==> config.mk <==
export PLATFORM = sky130hd
export DESIGN_NAME = tlmd_nms
export DESIGN_NICKNAME = d
export VERILOG_FILES = /design/src/sv/tlmd_pkg.sv /design/src/sv/tlmd_nms.sv
export SDC_FILE = /design/constraint.sdc
export NUM_CORES = 1
export LEC_CHECK = 0
export BUFFER_PORTS_ARGS = -buffer_cell sky130_fd_sc_hd__buf_2
export CAP_MARGIN = 30
export CORE_ASPECT_RATIO = 0.9
export CORE_MARGIN = 1.5
export CORE_UTILIZATION = 50
export CTS_CLUSTER_SIZE = 24
export DETAILED_ROUTE_END_ITERATION = 8
export GPL_ROUTABILITY_DRIVEN = 0
export PLACE_DENSITY_LB_ADDON = 0.25
export SETUP_SLACK_MARGIN = 0.5
export SLEW_MARGIN = 5
export SYNTH_ARGS = -nofsm -noshare
export SYNTH_HDL_FRONTEND = slang
export SYNTH_SLANG_ARGS = --single-unit
==> constraint.sdc <==
create_clock -name clk -period 9.4 [get_ports clk]
set_input_delay 1.41 -clock clk [delete_from_list [all_inputs] [get_ports clk]]
set_output_delay 1.41 -clock clk [all_outputs]
set_load 0.03 [all_outputs]
==> src/sv/tlmd_pkg.sv <==
// Shared types and constants of the thresholded 3x3 local maximum detector.
// No dependencies; all files but tlmd_ram refer to it by scoped names.
package tlmd_pkg;

	localparam int MAX_WIDTH  = 1024;
	localparam int MAX_HEIGHT = 1024;
	localparam int PIXEL_BITS = 32;
	localparam int MIN_DIM    = 3;

	localparam int COL_BITS  = $clog2(MAX_WIDTH);
	localparam int ROW_BITS  = $clog2(MAX_HEIGHT);
	localparam int COLW_BITS = COL_BITS + 1;
	localparam int ROWW_BITS = ROW_BITS + 1;

	localparam int DIM_BITS       = 11;
	localparam int THRESH_BITS    = 32;
	localparam int CFG_INDEX_BITS = 2;
	localparam int CFG_DATA_BITS  = 32;

	localparam int IN_TDATA_BITS  = 32;
	localparam int COORD_BITS     = 10;
	localparam int STRENGTH_BITS  = 31;
	localparam int OUT_FIELD_BITS = 2 * COORD_BITS + STRENGTH_BITS;
	localparam int OUT_TDATA_BITS = ((OUT_FIELD_BITS + 7) / 8) * 8;

	typedef logic [CFG_INDEX_BITS-1:0] cfg_index_t;
	localparam cfg_index_t REG_IMAGE_WIDTH        = 2'd0;
	localparam cfg_index_t REG_IMAGE_HEIGHT       = 2'd1;
	localparam cfg_index_t REG_STRENGTH_THRESHOLD = 2'd2;

	localparam logic [DIM_BITS-1:0]           WIDTH_RESET  = 11'd640;
	localparam logic [DIM_BITS-1:0]           HEIGHT_RESET = 11'd480;
	localparam logic signed [THRESH_BITS-1:0] THRESH_RESET = 32'sd1;

	typedef logic signed [PIXEL_BITS-1:0] pixel_t;
	typedef logic [COL_BITS-1:0]          col_t;
	typedef logic [ROW_BITS-1:0]          row_t;
	typedef logic [COLW_BITS-1:0]         col_wide_t;
	typedef logic [ROWW_BITS-1:0]         row_wide_t;

	// Pixel held between the input register and the window stage.
	typedef struct packed {
		logic   valid;
		logic   fwd;
		col_t   col;
		row_t   row;
		pixel_t value;
	} stage_t;

endpackage

==> src/sv/tlmd_nms.sv <==
// Window stage: 3x3 neighborhood registers, local maximum test and the result
// register. Uses tlmd_pkg.
module tlmd_nms (
	input  logic                                clk,
	input  logic                                arst_n,
	input  tlmd_pkg::stage_t                    stage,
	input  tlmd_pkg::pixel_t                    up_rd,
	input  tlmd_pkg::pixel_t                    mid_rd,
	output logic                                take,
	output tlmd_pkg::pixel_t                    up_wr,
	output logic                                m_tvalid,
	input  logic                                m_tready,
	output logic [tlmd_pkg::OUT_TDATA_BITS-1:0] m_tdata
);

	// Entries 0..2: column c-1 of rows r-2, r-1, r; entries 3..5: column c-2.
	tlmd_pkg::pixel_t                  win_q [6];
	tlmd_pkg::pixel_t                  fwd_up_q;
	tlmd_pkg::pixel_t                  fwd_mid_q;
	logic                              out_valid_q;
	logic [tlmd_pkg::COORD_BITS-1:0]   x_q;
	logic [tlmd_pkg::COORD_BITS-1:0]   y_q;
	logic [tlmd_pkg::STRENGTH_BITS-1:0] strength_q;

	tlmd_pkg::pixel_t                  up_eff;
	tlmd_pkg::pixel_t                  mid_eff;
	tlmd_pkg::pixel_t                  ctr;
	logic                              interior;
	logic                              hit;

	assign take    = stage.valid && (!out_valid_q || m_tready);
	assign up_eff  = stage.fwd ? fwd_up_q : up_rd;
	assign mid_eff = stage.fwd ? fwd_mid_q : mid_rd;
	assign up_wr   = mid_eff;
	assign ctr     = win_q[1];

	assign interior = (int'(stage.col) >= 2) && (int'(stage.row) >= 2);

	assign hit = interior && (ctr > tlmd_pkg::pixel_t'(0))
		&& (ctr >= win_q[3]) && (ctr >= win_q[4]) && (ctr >= win_q[5])
		&& (ctr >= win_q[0]) && (ctr >= win_q[2])
		&& (ctr >= up_eff) && (ctr >= mid_eff) && (ctr >= stage.value);

	always_ff @(posedge clk or negedge arst_n) begin
		if (!arst_n) begin
			out_valid_q <= 1'b0;
			for (int i = 0; i < 6; i++) begin
				win_q[i] <= '0;
			end
		end else begin
			if (take) begin
				out_valid_q <= hit;
				win_q[3]    <= win_q[0];
				win_q[4]    <= win_q[1];
				win_q[5]    <= win_q[2];
				win_q[0]    <= up_eff;
				win_q[1]    <= mid_eff;
				win_q[2]    <= stage.value;
			end else if (m_tready) begin
				out_valid_q <= 1'b0;
			end
		end
	end

	always_ff @(posedge clk) begin
		if (take) begin
			fwd_up_q  <= mid_eff;
			fwd_mid_q <= stage.value;
			if (hit) begin
				x_q        <= tlmd_pkg::COORD_BITS'(stage.col - tlmd_pkg::COL_BITS'(1));
				y_q        <= tlmd_pkg::COORD_BITS'(stage.row - tlmd_pkg::ROW_BITS'(1));
				strength_q <= tlmd_pkg::STRENGTH_BITS'($unsigned(ctr));
			end
		end
	end

	assign m_tvalid = out_valid_q;
	assign m_tdata  = tlmd_pkg::OUT_TDATA_BITS'({strength_q, y_q, x_q});

endmodule

==> results.yml <==
finish:
  fillers: 3010
  final_common_cell: "ha_1"
  n_antenna_cell: 0
  final_cell_mix: "ha_1 (260), nand2_1 (252), inv_1 (230), o21ai_0 (218), buf_2 (203)"
  multi_input_area_mm2: 0.00828
  layout-drive-gt1-share: 0.138
  regArea_mm2: 0.00828
  area_growth_pct: 15.4
  nets: 2342
clock_tree:
  cts_setup_buffers: 0
  h-tree-depth: 2
  ctsHoldBuffers: 0
  cts_tree: "done"
  cts_inserted_buffers: 35
  path_clk_slew_ps: 50
  cts-root-buf: "clkbuf_16"
  clock_latency_ps: 510
  cts_resized: 0
  clock_sinks: 308
  cts_buffer_depth: 3
die:
  die_w_um: 201
  rows: 65
  io_pins: 211
  die_y_um: 181
  start_util: 0.505
  dieArea_mm2: 0.0364
  design.core.area_mm2: 0.0349
placement:
  io_buffers: 205
  dp_slack_ps: 3350
  dp.final_hpwl_um: 33400
critical_path:
  cp_max_fo: 51
  required_ps: 9540
  crit_cells: 13
  cp-start-kind: "primary input"
  cpLargestDelayFamily: "buffers and inverters"
  path_common_cell: "buf_4"
  cp-end-kind: "flop"
  r2r.worst_path.cells: 10
  cp_num_buf_inv: 3
  crit_type: "primary input to flop"
  cp_slowest_stage_delay_ps: 690
  worstPathArrival_ps: 5750
  cp_slowest_cell: "buf_4"
  cp_cell_sequence: "buf_4 -> buf_4 -> mux2i_1 -> ha_1 -> nor2b_1 -> o211ai_2 -> a21boi_1 -> or4b_1 -> a21oi_2 -> mux2i_1 -> or4_4 -> nor3_2 -> buf_4"
pwr:
  seqPwrFrac: 0.430
  power_frac_clock: 0.362
  p_comb_frac: 0.208
  p_total_uw: 3830
  intPower_uw: 2680
  cellLeakagePower_uw: 0.00983
  switching_power_uw: 1150
  powerDensity_mw_per_mm2: 188
  switching_share: 0.299
  ir_drop_uv: 127
sta:
  worst-slew-pin-transition_ps: 956
  tns_ps: 0
  fmax_mhz: 178
  post-route-min-period_ps: 5610
  rsz0062_at_grt: "no"
  slew_violations: 0
  finalSetupViolCount: 0
  fin_hold_ws_ps: 475
  min_period_over_period: 0.597
  layout_setup_ws_ps: 3790
  fin_skew_ps: 12.8
  slew-limit-headroom: 0.363
  finalHoldViolCount: 0
run:
  maxCapViolCount: 0
synthesis:
  syn_inst: 1761
  syn_avg_cell_area_um2: 10.0
  synth_flop_cell: "dfrtp_1"
  yosysUniqueCellTypes: 51
  ys_seq_elements: 308
  synth_edf_count: 115
  ys_warn_count: 0
  synth_area_mm2: 0.0176
  ys_async_sr_fraction: 0.627
  yosysSeqAreaShare: 0.470
detailed_routing:
  first_iter_violations: 911
  drc: 0
  routed_wirelength_um: 44900
  ant_nets: 0
  via_per_inst: 5.54
  wl_met2_um: 21100
  post_drt_wl_per_cell_um: 18.3
  vias: 13600
  maxUsedRoutingLayer: "met4"
  wl_met1_um: 19900
  wl_met3_um: 2210
  first_pass_iters: 5
global_routing:
  grt_usage: 0.248
  grt_pass1_vias: 13500
  antenna_found_initial: 0
  grt_max_degree: 148
  grt_first_pass_wirelength_um: 71200
  overflow: 0
worst_hold_path:
  hp-class: "flop to flop"
  hold_path_depth: 2
status:
  status: "finished, final reports clean"
power groups by stage:
stage	Clock [uW]	Sequential, uW	Combinational, uW
6_report	1390	1650	798
4_1_cts	1410	1640	795
5_1_grt	1470	1660	912
2_1_floorplan	0	1610	558
3_3_place_gp	0	1670	750
3_5_place_dp	0	1670	788
stage by stage:
step	cells	util	instance area [um2]
2_1_floorplan	1765	-	17600
3_3_place_gp	2391	0.548	19100
3_5_place_dp	2392	0.548	19100
4_1_cts	2455	0.582	20300
5_1_grt	2456	0.583	20300
6_report	2456	0.583	20300
synthesized netlist by cell type (5+ instances only):
cell type / instances / area [um2]
nand2_1: 253 / 950
nor2_1: 20 / 75.1
a21oi_1: 107 / 536
nor2b_1: 8 / 50.1
xnor2_1: 10 / 87.6
inv_1: 231 / 867
nand3_1: 30 / 150
buf_4: 5 / 37.5
clkbuf_1: 44 / 165
nor3_1: 16 / 80.1
a2111oi_0: 5 / 43.8
dfrtp_1: 193 / 4830
edfxtp_1: 115 / 3450
mux2i_1: 64 / 641
o211ai_1: 10 / 75.1
a21o_1: 27 / 203
a211oi_1: 8 / 60.1
o21ai_0: 218 / 1090
xor2_1: 9 / 78.8
ha_1: 260 / 3250
nor4_1: 22 / 138
nand4_1: 58 / 363
buf_1: 5 / 18.8
sequential cells by signal, indices dropped and copies added, names as in the netlist:
signal,cells
fwd_up_q,32
strength_q,31
win_q,160
m_tvalid,1
fwd_mid_q,32
ctr,32
y_q,10
x_q,10
area by class of cell:
class                           count  share of cell area
Sequential cell                   308               0.407
Multi-Input combinational cell   1172               0.407
Timing Repair Buffer              213              0.0559
Clock buffer                       47              0.0489
Inverter                          231              0.0430
Tap cell                          469              0.0289
Clock inverter                     16             0.00855
worst paths after layout:
kind                                         from                 endpoint  slack (ps)
max                                     stage[52]  strength_q[4]$_DFFE_PP_        3790
min                        win_q[103]$_DFFE_PN0P_     win_q[7]$_DFFE_PN0P_         470
max reg2reg                   ctr[14]$_DFFE_PN0P_  strength_q[4]$_DFFE_PP_        5140
min reg2reg                win_q[103]$_DFFE_PN0P_     win_q[7]$_DFFE_PN0P_         470
max in group asynchronous                  arst_n    win_q[71]$_DFFE_PN0P_        7200
min in group asynchronous                  arst_n   win_q[118]$_DFFE_PN0P_         750
per-layer routing:
layer,vias to the layer above,track usage
met5,-,0
met1,6519,0.335
li1,6615,-
met2,380,0.405
met4,0,0.105
met3,101,0.0314
cell families (layout without fill, tap and decap cells):
family	after synthesis	after routing	share of synthesized area
XOR/XNOR	19	19	0.00944
multiplexers	68	68	0.0390
other	1	5	0.000213
AO/OA/AOI/OAI	397	397	0.125
buffers and inverters	285	507	0.0618
adder cells (fa/ha/maj)	260	260	0.185
flip-flops	308	308	0.470
AND/OR/NAND/NOR	423	423	0.110
worst reg2reg max path, cell delays in order, from the launching register on:
cell	delay, ps
dfrtp_1	740
ha_1	380
a21oi_1	160
nand2_1	70
a21o_1	180
o41ai_1	620
o2111ai_1	290
mux2i_1	250
or4_4	460
nor3_2	180
buf_4	540
(Power assumes the default switching activity.)
