===== config.mk =====
export PLATFORM = sky130hd
export DESIGN_NAME = tlmd_front
export DESIGN_NICKNAME = d
export VERILOG_FILES = /design/src/sv/tlmd_pkg.sv /design/src/sv/tlmd_front.sv
export SDC_FILE = /design/constraint.sdc
export NUM_CORES = 1
export LEC_CHECK = 0
export ABC_AREA = 1
export BUFFER_PORTS_ARGS = -buffer_cell sky130_fd_sc_hd__buf_4
export CAP_MARGIN = 20
export CORE_MARGIN = 3
export CORE_UTILIZATION = 45
export CTS_CLUSTER_SIZE = 20
export DETAILED_ROUTE_END_ITERATION = 8
export GPL_TIMING_DRIVEN = 0
export PLACE_DENSITY = 0.74
export REMOVE_ABC_BUFFERS = 1
export SLEW_MARGIN = 20
export SYNTH_ARGS = -nofsm -noshare
export SYNTH_HDL_FRONTEND = slang
export SYNTH_SLANG_ARGS = --single-unit
export TNS_END_PERCENT = 100

===== constraint.sdc =====
create_clock -name clk -period 8.7 [get_ports clk]
set_input_delay 1.74 -clock clk [delete_from_list [all_inputs] [get_ports clk]]
set_output_delay 1.74 -clock clk [all_outputs]
set_load 0.02 [all_outputs]

===== src/sv/tlmd_pkg.sv =====
// Shared types and constants of the thresholded 3x3 local maximum detector.
// No dependencies; all files but tlmd_ram refer to it by scoped names.
package tlmd_pkg;

	localparam int MAX_WIDTH  = 1024;
	localparam int MAX_HEIGHT = 1024;
	localparam int PIXEL_BITS = 32;
	localparam int MIN_DIM    = 3;

	localparam int COL_BITS  = $clog2(MAX_WIDTH);
	localparam int ROW_BITS  = $clog2(MAX_HEIGHT);
	localparam int COLW_BITS = COL_BITS + 1;
	localparam int ROWW_BITS = ROW_BITS + 1;

	localparam int DIM_BITS       = 11;
	localparam int THRESH_BITS    = 32;
	localparam int CFG_INDEX_BITS = 2;
	localparam int CFG_DATA_BITS  = 32;

	localparam int IN_TDATA_BITS  = 32;
	localparam int COORD_BITS     = 10;
	localparam int STRENGTH_BITS  = 31;
	localparam int OUT_FIELD_BITS = 2 * COORD_BITS + STRENGTH_BITS;
	localparam int OUT_TDATA_BITS = ((OUT_FIELD_BITS + 7) / 8) * 8;

	typedef logic [CFG_INDEX_BITS-1:0] cfg_index_t;
	localparam cfg_index_t REG_IMAGE_WIDTH        = 2'd0;
	localparam cfg_index_t REG_IMAGE_HEIGHT       = 2'd1;
	localparam cfg_index_t REG_STRENGTH_THRESHOLD = 2'd2;

	localparam logic [DIM_BITS-1:0]           WIDTH_RESET  = 11'd640;
	localparam logic [DIM_BITS-1:0]           HEIGHT_RESET = 11'd480;
	localparam logic signed [THRESH_BITS-1:0] THRESH_RESET = 32'sd1;

	typedef logic signed [PIXEL_BITS-1:0] pixel_t;
	typedef logic [COL_BITS-1:0]          col_t;
	typedef logic [ROW_BITS-1:0]          row_t;
	typedef logic [COLW_BITS-1:0]         col_wide_t;
	typedef logic [ROWW_BITS-1:0]         row_wide_t;

	// Pixel held between the input register and the window stage.
	typedef struct packed {
		logic   valid;
		logic   fwd;
		col_t   col;
		row_t   row;
		pixel_t value;
	} stage_t;

endpackage


===== src/sv/tlmd_front.sv =====
// Input stage: configuration registers, column and row counters, thresholding
// and the stage 1 register. Uses tlmd_pkg.
module tlmd_front (
	input  logic                                  clk,
	input  logic                                  arst_n,
	input  logic                                  cfg_wen,
	input  tlmd_pkg::cfg_index_t                  cfg_index,
	input  logic [tlmd_pkg::CFG_DATA_BITS-1:0]    cfg_data,
	input  logic                                  s_tvalid,
	output logic                                  s_tready,
	input  logic [tlmd_pkg::IN_TDATA_BITS-1:0]    s_tdata,
	input  logic                                  s_tuser,
	input  logic                                  take,
	output logic                                  rd_en,
	output tlmd_pkg::col_t                        rd_col,
	output tlmd_pkg::stage_t                      stage
);

	logic [tlmd_pkg::DIM_BITS-1:0]           width_q;
	logic [tlmd_pkg::DIM_BITS-1:0]           height_q;
	logic signed [tlmd_pkg::THRESH_BITS-1:0] thresh_q;
	tlmd_pkg::col_t                          col_q;
	tlmd_pkg::row_t                          row_q;

	logic                                    valid_s1;
	logic                                    fwd_s1;
	tlmd_pkg::col_t                          col_s1;
	tlmd_pkg::row_t                          row_s1;
	tlmd_pkg::pixel_t                        value_s1;

	tlmd_pkg::col_wide_t                     width_eff;
	tlmd_pkg::row_wide_t                     height_eff;
	tlmd_pkg::col_t                          col_cur;
	tlmd_pkg::row_t                          row_cur;
	tlmd_pkg::col_t                          col_next;
	tlmd_pkg::row_t                          row_next;
	tlmd_pkg::pixel_t                        pix_in;
	tlmd_pkg::pixel_t                        pix_thr;
	logic                                    accept;

	assign accept   = s_tvalid && s_tready;
	assign s_tready = !valid_s1 || take;
	assign rd_en    = accept;
	assign rd_col   = col_cur;

	always_comb begin
		if (int'(width_q) < tlmd_pkg::MIN_DIM) begin
			width_eff = tlmd_pkg::COLW_BITS'(tlmd_pkg::MIN_DIM);
		end else if (int'(width_q) > tlmd_pkg::MAX_WIDTH) begin
			width_eff = tlmd_pkg::COLW_BITS'(tlmd_pkg::MAX_WIDTH);
		end else begin
			width_eff = tlmd_pkg::COLW_BITS'(width_q);
		end
		if (int'(height_q) < tlmd_pkg::MIN_DIM) begin
			height_eff = tlmd_pkg::ROWW_BITS'(tlmd_pkg::MIN_DIM);
		end else if (int'(height_q) > tlmd_pkg::MAX_HEIGHT) begin
			height_eff = tlmd_pkg::ROWW_BITS'(tlmd_pkg::MAX_HEIGHT);
		end else begin
			height_eff = tlmd_pkg::ROWW_BITS'(height_q);
		end
	end

	// The start-of-frame flag restarts counting; stale counts after a size
	// change fall back to zero.
	always_comb begin
		col_cur = s_tuser ? '0 : col_q;
		row_cur = s_tuser ? '0 : row_q;
		if (tlmd_pkg::COLW_BITS'(col_cur) >= width_eff) begin
			col_cur = '0;
		end
		if (tlmd_pkg::ROWW_BITS'(row_cur) >= height_eff) begin
			row_cur = '0;
		end
		if (tlmd_pkg::COLW_BITS'(col_cur) + tlmd_pkg::COLW_BITS'(1) >= width_eff) begin
			col_next = '0;
			if (tlmd_pkg::ROWW_BITS'(row_cur) + tlmd_pkg::ROWW_BITS'(1) >= height_eff) begin
				row_next = '0;
			end else begin
				row_next = row_cur + tlmd_pkg::ROW_BITS'(1);
			end
		end else begin
			col_next = col_cur + tlmd_pkg::COL_BITS'(1);
			row_next = row_cur;
		end
	end

	assign pix_in  = s_tdata[tlmd_pkg::PIXEL_BITS-1:0];
	assign pix_thr = (pix_in < thresh_q) ? '0 : pix_in;

	always_ff @(posedge clk or negedge arst_n) begin
		if (!arst_n) begin
			width_q  <= tlmd_pkg::WIDTH_RESET;
			height_q <= tlmd_pkg::HEIGHT_RESET;
			thresh_q <= tlmd_pkg::THRESH_RESET;
			col_q    <= '0;
			row_q    <= '0;
			valid_s1 <= 1'b0;
		end else begin
			if (cfg_wen) begin
				unique case (cfg_index)
					tlmd_pkg::REG_IMAGE_WIDTH: begin
						width_q <= cfg_data[tlmd_pkg::DIM_BITS-1:0];
					end
					tlmd_pkg::REG_IMAGE_HEIGHT: begin
						height_q <= cfg_data[tlmd_pkg::DIM_BITS-1:0];
					end
					tlmd_pkg::REG_STRENGTH_THRESHOLD: begin
						thresh_q <= cfg_data[tlmd_pkg::THRESH_BITS-1:0];
					end
					default: begin
					end
				endcase
			end
			if (accept) begin
				col_q    <= col_next;
				row_q    <= row_next;
				valid_s1 <= 1'b1;
			end else if (take) begin
				valid_s1 <= 1'b0;
			end
		end
	end

	// When the pixel ahead writes the same column in the same cycle as this
	// read, the RAM returns old data and the window stage forwards instead.
	always_ff @(posedge clk) begin
		if (accept) begin
			fwd_s1   <= take && (col_cur == col_s1);
			col_s1   <= col_cur;
			row_s1   <= row_cur;
			value_s1 <= pix_thr;
		end
	end

	assign stage = '{valid: valid_s1, fwd: fwd_s1, col: col_s1, row: row_s1,
		value: value_s1};

endmodule


==> results of run 1 <==
-- power groups by stage --
stage	Clock (mW)	Combinational [mW]	Sequential, mW
2_1_floorplan	0	0.308	0.798
3_3_place_gp	0	0.499	0.771
3_5_place_dp	0	0.521	0.771
4_1_cts	0.737	0.525	0.761
5_1_grt	0.770	0.592	0.770
6_report	0.729	0.523	0.761
-- cells in the mapped netlist, types with 2 or more instances --
| library cell | n | area (um2) |
|---|---|---|
| nor3_2 | 2 | 20.02 |
| o31ai_1 | 2 | 15.01 |
| inv_1 | 156 | 585.6 |
| o21ai_0 | 56 | 280.3 |
| nand3b_1 | 4 | 30.03 |
| nor2_1 | 112 | 420.4 |
| a211oi_1 | 4 | 30.03 |
| edfxtp_1 | 53 | 1592 |
| a22oi_1 | 8 | 60.06 |
| nand2_1 | 188 | 705.7 |
| ha_1 | 75 | 938.4 |
| and2_1 | 2 | 12.51 |
| nand3_1 | 32 | 160.2 |
| nor4_1 | 7 | 43.79 |
| nor2_4 | 5 | 56.30 |
| o21a_1 | 2 | 15.01 |
| nor3_1 | 4 | 20.02 |
| clkbuf_1 | 15 | 56.30 |
| o21ai_1 | 4 | 20.02 |
| or2_2 | 2 | 12.51 |
| nand2_2 | 5 | 31.28 |
| xor2_1 | 3 | 26.28 |
| a21o_1 | 2 | 15.01 |
| a21oi_1 | 57 | 285.3 |
| buf_4 | 2 | 15.01 |
| o22ai_1 | 4 | 25.02 |
| dfstp_2 | 7 | 183.9 |
| buf_1 | 2 | 7.510 |
| nand4_1 | 18 | 112.6 |
| inv_2 | 5 | 18.77 |
| dfrtp_1 | 68 | 1702 |
-- final timing paths --
check | cells past startpoint | from | slack [ps] | end
setup / recovery | 27 | s_tuser | 2370 | col_q[7]
hold reg to reg | 2 | col_q[9] | 480 | col_q[9]
hold / removal | 2 | col_q[9] | 480 | col_q[9]
setup reg to reg | 29 | width_q[6] | 2700 | col_q[7]
max in group asynchronous | 1 | arst_n | 6590 | row_q[9]
min in group asynchronous | 1 | arst_n | 1500 | thresh_q[28]
-- per-stage QoR --
stage	instances	hold WS, ps	util [%]	area [um2]
2_1_floorplan	902	448.9	-	7572
3_3_place_gp	1259	466.0	53.52	8876
3_5_place_dp	1260	470.3	53.74	8912
4_1_cts	1292	485.0	57.39	9518
5_1_grt	1292	506.7	57.39	9518
6_report	1292	481.7	57.39	9518
-- placed cells by master, fill, tap and decap left out, types with 4 or more instances in the layout --
cell type    n
inv_2        5
nand3_1     31
edfxtp_1    53
clkinv_2     4
nor2_4       5
o22ai_1      4
buf_4      137
o21ai_0     56
nand2_2      6
nand3b_1     4
dfstp_2      7
ha_1        75
a22oi_1      8
nand4_1     18
inv_1      156
clkbuf_16   17
dfrtp_1     68
clkinv_4     5
a21oi_1     57
nor3_1       4
nor4_1       7
nand2_1    187
nor2_1     112
a211oi_1     4
o21ai_1      4
-- logic make-up (layout without fill, tap and decap cells) --
logic type                 after synthesis  after routing  synth area share [%]
and+or+nand+nor                        388            388                 22.47
buffers and inverters                  183            334                 9.125
AOI/OAI and AO/OA                      144            144                 10.35
DFF                                    128            128                 45.45
adders and majority gates               75             75                 12.26
xor gates and xnor gates                 3              3                0.3435
-- worst max-delay path: cells and delay by family --
kind            cells  cell delay (ps)
compound gates      3              460
fa+ha+maj           3              810
buf+inv             5              930
simple gates       16             2670
-- state kept, by name, indices dropped and copies added, names as in the netlist --
name      flops
value_s1     32
valid_s1      1
height_q     11
col_s1       10
thresh_q     32
col_q        10
row_q        10
fwd_s1        1
row_s1       10
width_q      11
-- per-layer routing --
layer | share of wire (%) | track usage, %
met4 | 1.4 | 5.711
met2 | 48 | 35.50
met1 | 43 | 26.73
met3 | 7.1 | 5.996
met5 | 0 | 0
-- final cells by class --
type | count | share of cell area (%)
multi-input combinational | 610 | 36.68
sequential | 128 | 36.53
clock inverter | 14 | 1.748
inverter | 164 | 6.520
tap | 220 | 2.892
clock buffer | 18 | 4.614
timing repair buffer | 138 | 11.02
==> results.sh, run 1 <==
export IMPL_outcome="finished clean"
export IMPL_power_leakage_nw=4.958
export IMPL_drtAntennaViolNets=0
export IMPL_clockBufferDepth=2
export IMPL_syn_area_um2=7651
export IMPL_syn_inst=921
export IMPL_path_max_fanout=23
export IMPL_rsz0062_at_grt="false"
export IMPL_switchingPower_mw=0.6436
export IMPL_gp_congestion=0.9025
export IMPL_initial_utilization_pct=46.14
export IMPL_ys_flop_type="dfrtp_1"
export IMPL_rows=47
export IMPL_arrival_ps=6640
export IMPL_drv_slew=0
export IMPL_overflow=0
export IMPL_fmax_mhz=158.0
export IMPL_cts_resized=0
export IMPL_fin_setup_tns_ps=0
export IMPL_setup_viol=0
export IMPL_clk_pin_slew_ps=60
export IMPL_fillers=1543
export IMPL_grt_max_degree=76
export IMPL_grt_pass1_vias=6460
export IMPL_peakVddDrop_mv=0.1370
export IMPL_required_ps=9010
export IMPL_multi_input_area_um2=3491
export IMPL_pre_cts_slack_ps=2009
export IMPL_cp_slowest_cell="nor2_1"
export IMPL_place_hpwl_mm=14.01
export IMPL_post_cts_buffers=0
export IMPL_drtPass1Iterations=5
export IMPL_fin_crit_sh_pct=72.73
export IMPL_core_um2=16580
export IMPL_cts_hold_buf=0
export IMPL_io_pins=138
export IMPL_cpPeakStageDelay_ps=460
export IMPL_yosys_warnings=0
export IMPL_netSwitchingFraction_pct=31.97
export IMPL_min_path_type="reg2reg"
export IMPL_drive_above_1_share_pct=19.22
export IMPL_comb_power_share_pct=26.0
export IMPL_synth_seq_cells=128
export IMPL_antenna_found_initial=0
export IMPL_tightest_slew_ps=971.1
export IMPL_crit_path_end_kind="register"
export IMPL_cts_max_level=4
export IMPL_fin_worst_skew_ps=5.540
export IMPL_yosysSeqAreaShare_pct=45.45
export IMPL_ctsRootBufferMaster="clkbuf_16"
export IMPL_numPortBuffers=137
export IMPL_wirelength_mm=18.87
export IMPL_drt_iter0_drc=457
export IMPL_syn_to_final_growth_pct=24.40
export IMPL_cts_tree="built"
export IMPL_synth_edf_count=53
export IMPL_fp_dieW_um=136.4
export IMPL_synth_distinct_cells=46
export IMPL_dieHeight_um=136.4
export IMPL_cp_start_kind="input pin"
export IMPL_relSlewSlack_pct=34.41
export IMPL_wl_per_cell_um=14.60
export IMPL_intPower_mw=1.369
export IMPL_final_min_clock_period_ps=6327
export IMPL_total_power_mw=2.013
export IMPL_drc_errors=0
export IMPL_grt_pass1_wl_mm=31.05
export IMPL_vias_per_cell=5.060
export IMPL_p_seq_share_pct=37.8
export IMPL_power_per_cell_area_nw_per_um2=211.5
export IMPL_maxCapViolations=0
export IMPL_cts_sinks=128
export IMPL_ys_async_sr_fraction_pct=58.59
export IMPL_clkPwrFrac_pct=36.2
export IMPL_clkLatencyLatePin_ps=420
export IMPL_setup_ws_ps=2373
export IMPL_critPathKind="in2reg"
export IMPL_cts_buffers=17
export IMPL_finalHoldViolCount=0
export IMPL_seq_area_um2=3477
export IMPL_nNetsFinal=1206
export IMPL_diodes=0
export IMPL_avgSynthCellArea_um2=8.307
export IMPL_grt_usage_pct=21.11
export IMPL_vias=6537
export IMPL_dieArea_um2=18600
Note: power is estimated with default switching activity, not from simulation.
==> inputs of run 2 (changes only) <==
PLACE_DENSITY = 0.76   (was 0.74)
clock period = 5.6 ns   (was 8.7 ns; I/O delays follow)
==> results.sh, run 2 (same netlist as run 1, synthesis figures left out) <==
export IMPL_path_delay_family="simple AND/OR/NAND/NOR gates"
export IMPL_cp_slowest_cell="dfrtp_1"
export IMPL_clockBufferDepth=2
export IMPL_fmax_mhz=198.0
export IMPL_core_um2=16580
export IMPL_cts_tree="built"
export IMPL_maxUsedRoutingLayer="met4"
export IMPL_drt_iter0_drc=422
export IMPL_vias_per_cell=4.996
export IMPL_drtAntennaViolNets=0
export IMPL_wirelength_mm=18.57
export IMPL_crit_path_end_kind="register"
export IMPL_fin_setup_tns_ps=0
export IMPL_pre_cts_slack_ps=-386.7
export IMPL_cts_sinks=128
export IMPL_fin_crit_sh_pct=90.17
export IMPL_routed_wl_met2_mm=8.599
export IMPL_critPathKind="reg2reg"
export IMPL_finalHoldViolCount=0
export IMPL_outcome="finished clean"
export IMPL_io_pins=138
export IMPL_maxCapViolations=0
export IMPL_final_common_cell="nand2_1"
export IMPL_place_hpwl_mm=13.67
export IMPL_drv_slew=0
export IMPL_drtPass1Iterations=7
export IMPL_final_area_um2=9630
export IMPL_diodes=0
export IMPL_fp_dieW_um=136.4
export IMPL_clkLatencyLatePin_ps=420
export IMPL_fin_worst_skew_ps=6.161
export IMPL_grt_max_degree=76
export IMPL_path_common_cell="nand2_1"
export IMPL_ctsRootBufferMaster="clkbuf_16"
export IMPL_arrival_ps=5340
export IMPL_grt_usage_pct=20.87
export IMPL_gp_congestion=0.8932
export IMPL_peakVddDrop_mv=0.2451
export IMPL_final_min_clock_period_ps=5050
export IMPL_rsz0062_at_grt="false"
export IMPL_final_cell_mix="187 x nand2_1, 155 x inv_1, 142 x buf_4"
export IMPL_drive_above_1_share_pct=20.39
export IMPL_wl_met3_mm=1.376
export IMPL_rows=47
export IMPL_largestRegisters="thresh_q x32, value_s1 x32"
export IMPL_tightest_slew_ps=983.7
export IMPL_cts_max_level=4
export IMPL_drt_met1_wl_mm=8.289
export IMPL_drc_errors=0
export IMPL_dieHeight_um=136.4
export IMPL_min_path_type="reg2reg"
export IMPL_grt_pass1_vias=6417
export IMPL_cp_start_kind="register"
export IMPL_grt_pass1_wl_mm=30.60
export IMPL_antenna_found_initial=0
export IMPL_power_per_cell_area_nw_per_um2=325.8
export IMPL_cts_buffers=17
export IMPL_stdcell_count=1299
export IMPL_setup_viol=0
export IMPL_numPortBuffers=137
export IMPL_required_ps=5890
export IMPL_setup_ws_ps=550.2
export IMPL_dieArea_um2=18600
export IMPL_initial_utilization_pct=46.14
export IMPL_place_area_um2=8925
export IMPL_wl_per_cell_um=14.29
export IMPL_crit_buf_inv=6
export IMPL_vias=6490
export IMPL_overflow=0
export IMPL_clk_pin_slew_ps=60
export IMPL_path_max_fanout=10
export IMPL_nNetsFinal=1213
export IMPL_syn_to_final_growth_pct=25.87
export IMPL_cpPeakStageDelay_ps=420
export IMPL_power_leakage_nw=4.981
export IMPL_relSlewSlack_pct=34.42
export IMPL_place_inst=1261
run 2: per-stage QoR:
step / hold WS [ps] / util, % / total power, mW
floorplan: 448.9 / - / 1.718
detailed placement: 467.5 / 53.82 / 2.007
CTS: 482.8 / 57.61 / 3.137
finish: 481.1 / 58.07 / 3.138
global route: 505.4 / 58.07 / 3.323
global placement: 464.7 / 53.52 / 1.970
run 2: worst min-delay path, delay by kind of cell, from the launching register on:
family           cells  cell delay [ps]
flip-flops           1              340
AND/OR/NAND/NOR      1               50
AO/OA/AOI/OAI        1               60
run 2: final cells by class:
cell class	count	area, um2
fillers	1502	6953
multi-input cells	610	3547
flip-flops and latches	128	3477
repair buffers	144	1101
inverters	164	624.3
clock buffers	19	464.2
well taps	220	275.3
clock inverters	13	133.9
repair inverters	1	7.507
run 2: metal layers:
layer	track usage, %	vias to the layer above
met1	26.83	2937
met2	33.93	208
met3	6.292	29
met4	6.495	0
met5	0	-
li1	-	3316
run 2: where the power goes:
part / internal, mW / switching, mW
clock network: 0.691 / 0.420
logic: 0.314 / 0.526
registers: 1.12 / 0.0654
run 2: final timing paths:
check                             from          end  slack (ps)  cells past startpoint
min in group asynchronous       arst_n  thresh_q[3]         870                      1
hold / removal             thresh_q[9]  thresh_q[9]         480                      2
hold reg to reg            thresh_q[9]  thresh_q[9]         480                      2
setup / recovery            width_q[3]     row_q[4]         550                     31
max in group asynchronous       arst_n     row_q[4]        4110                      1
setup reg to reg            width_q[3]     row_q[4]         550                     31
run 2: what timing repair did:
action,in CTS,in global routing
setup buffers,2,3
pin swaps,0,1
cloned,0,1
resized for setup,3,10
hold endpoints to repair,0,0
endpoints found under the setup margin,11,20
hold buffers,0,0
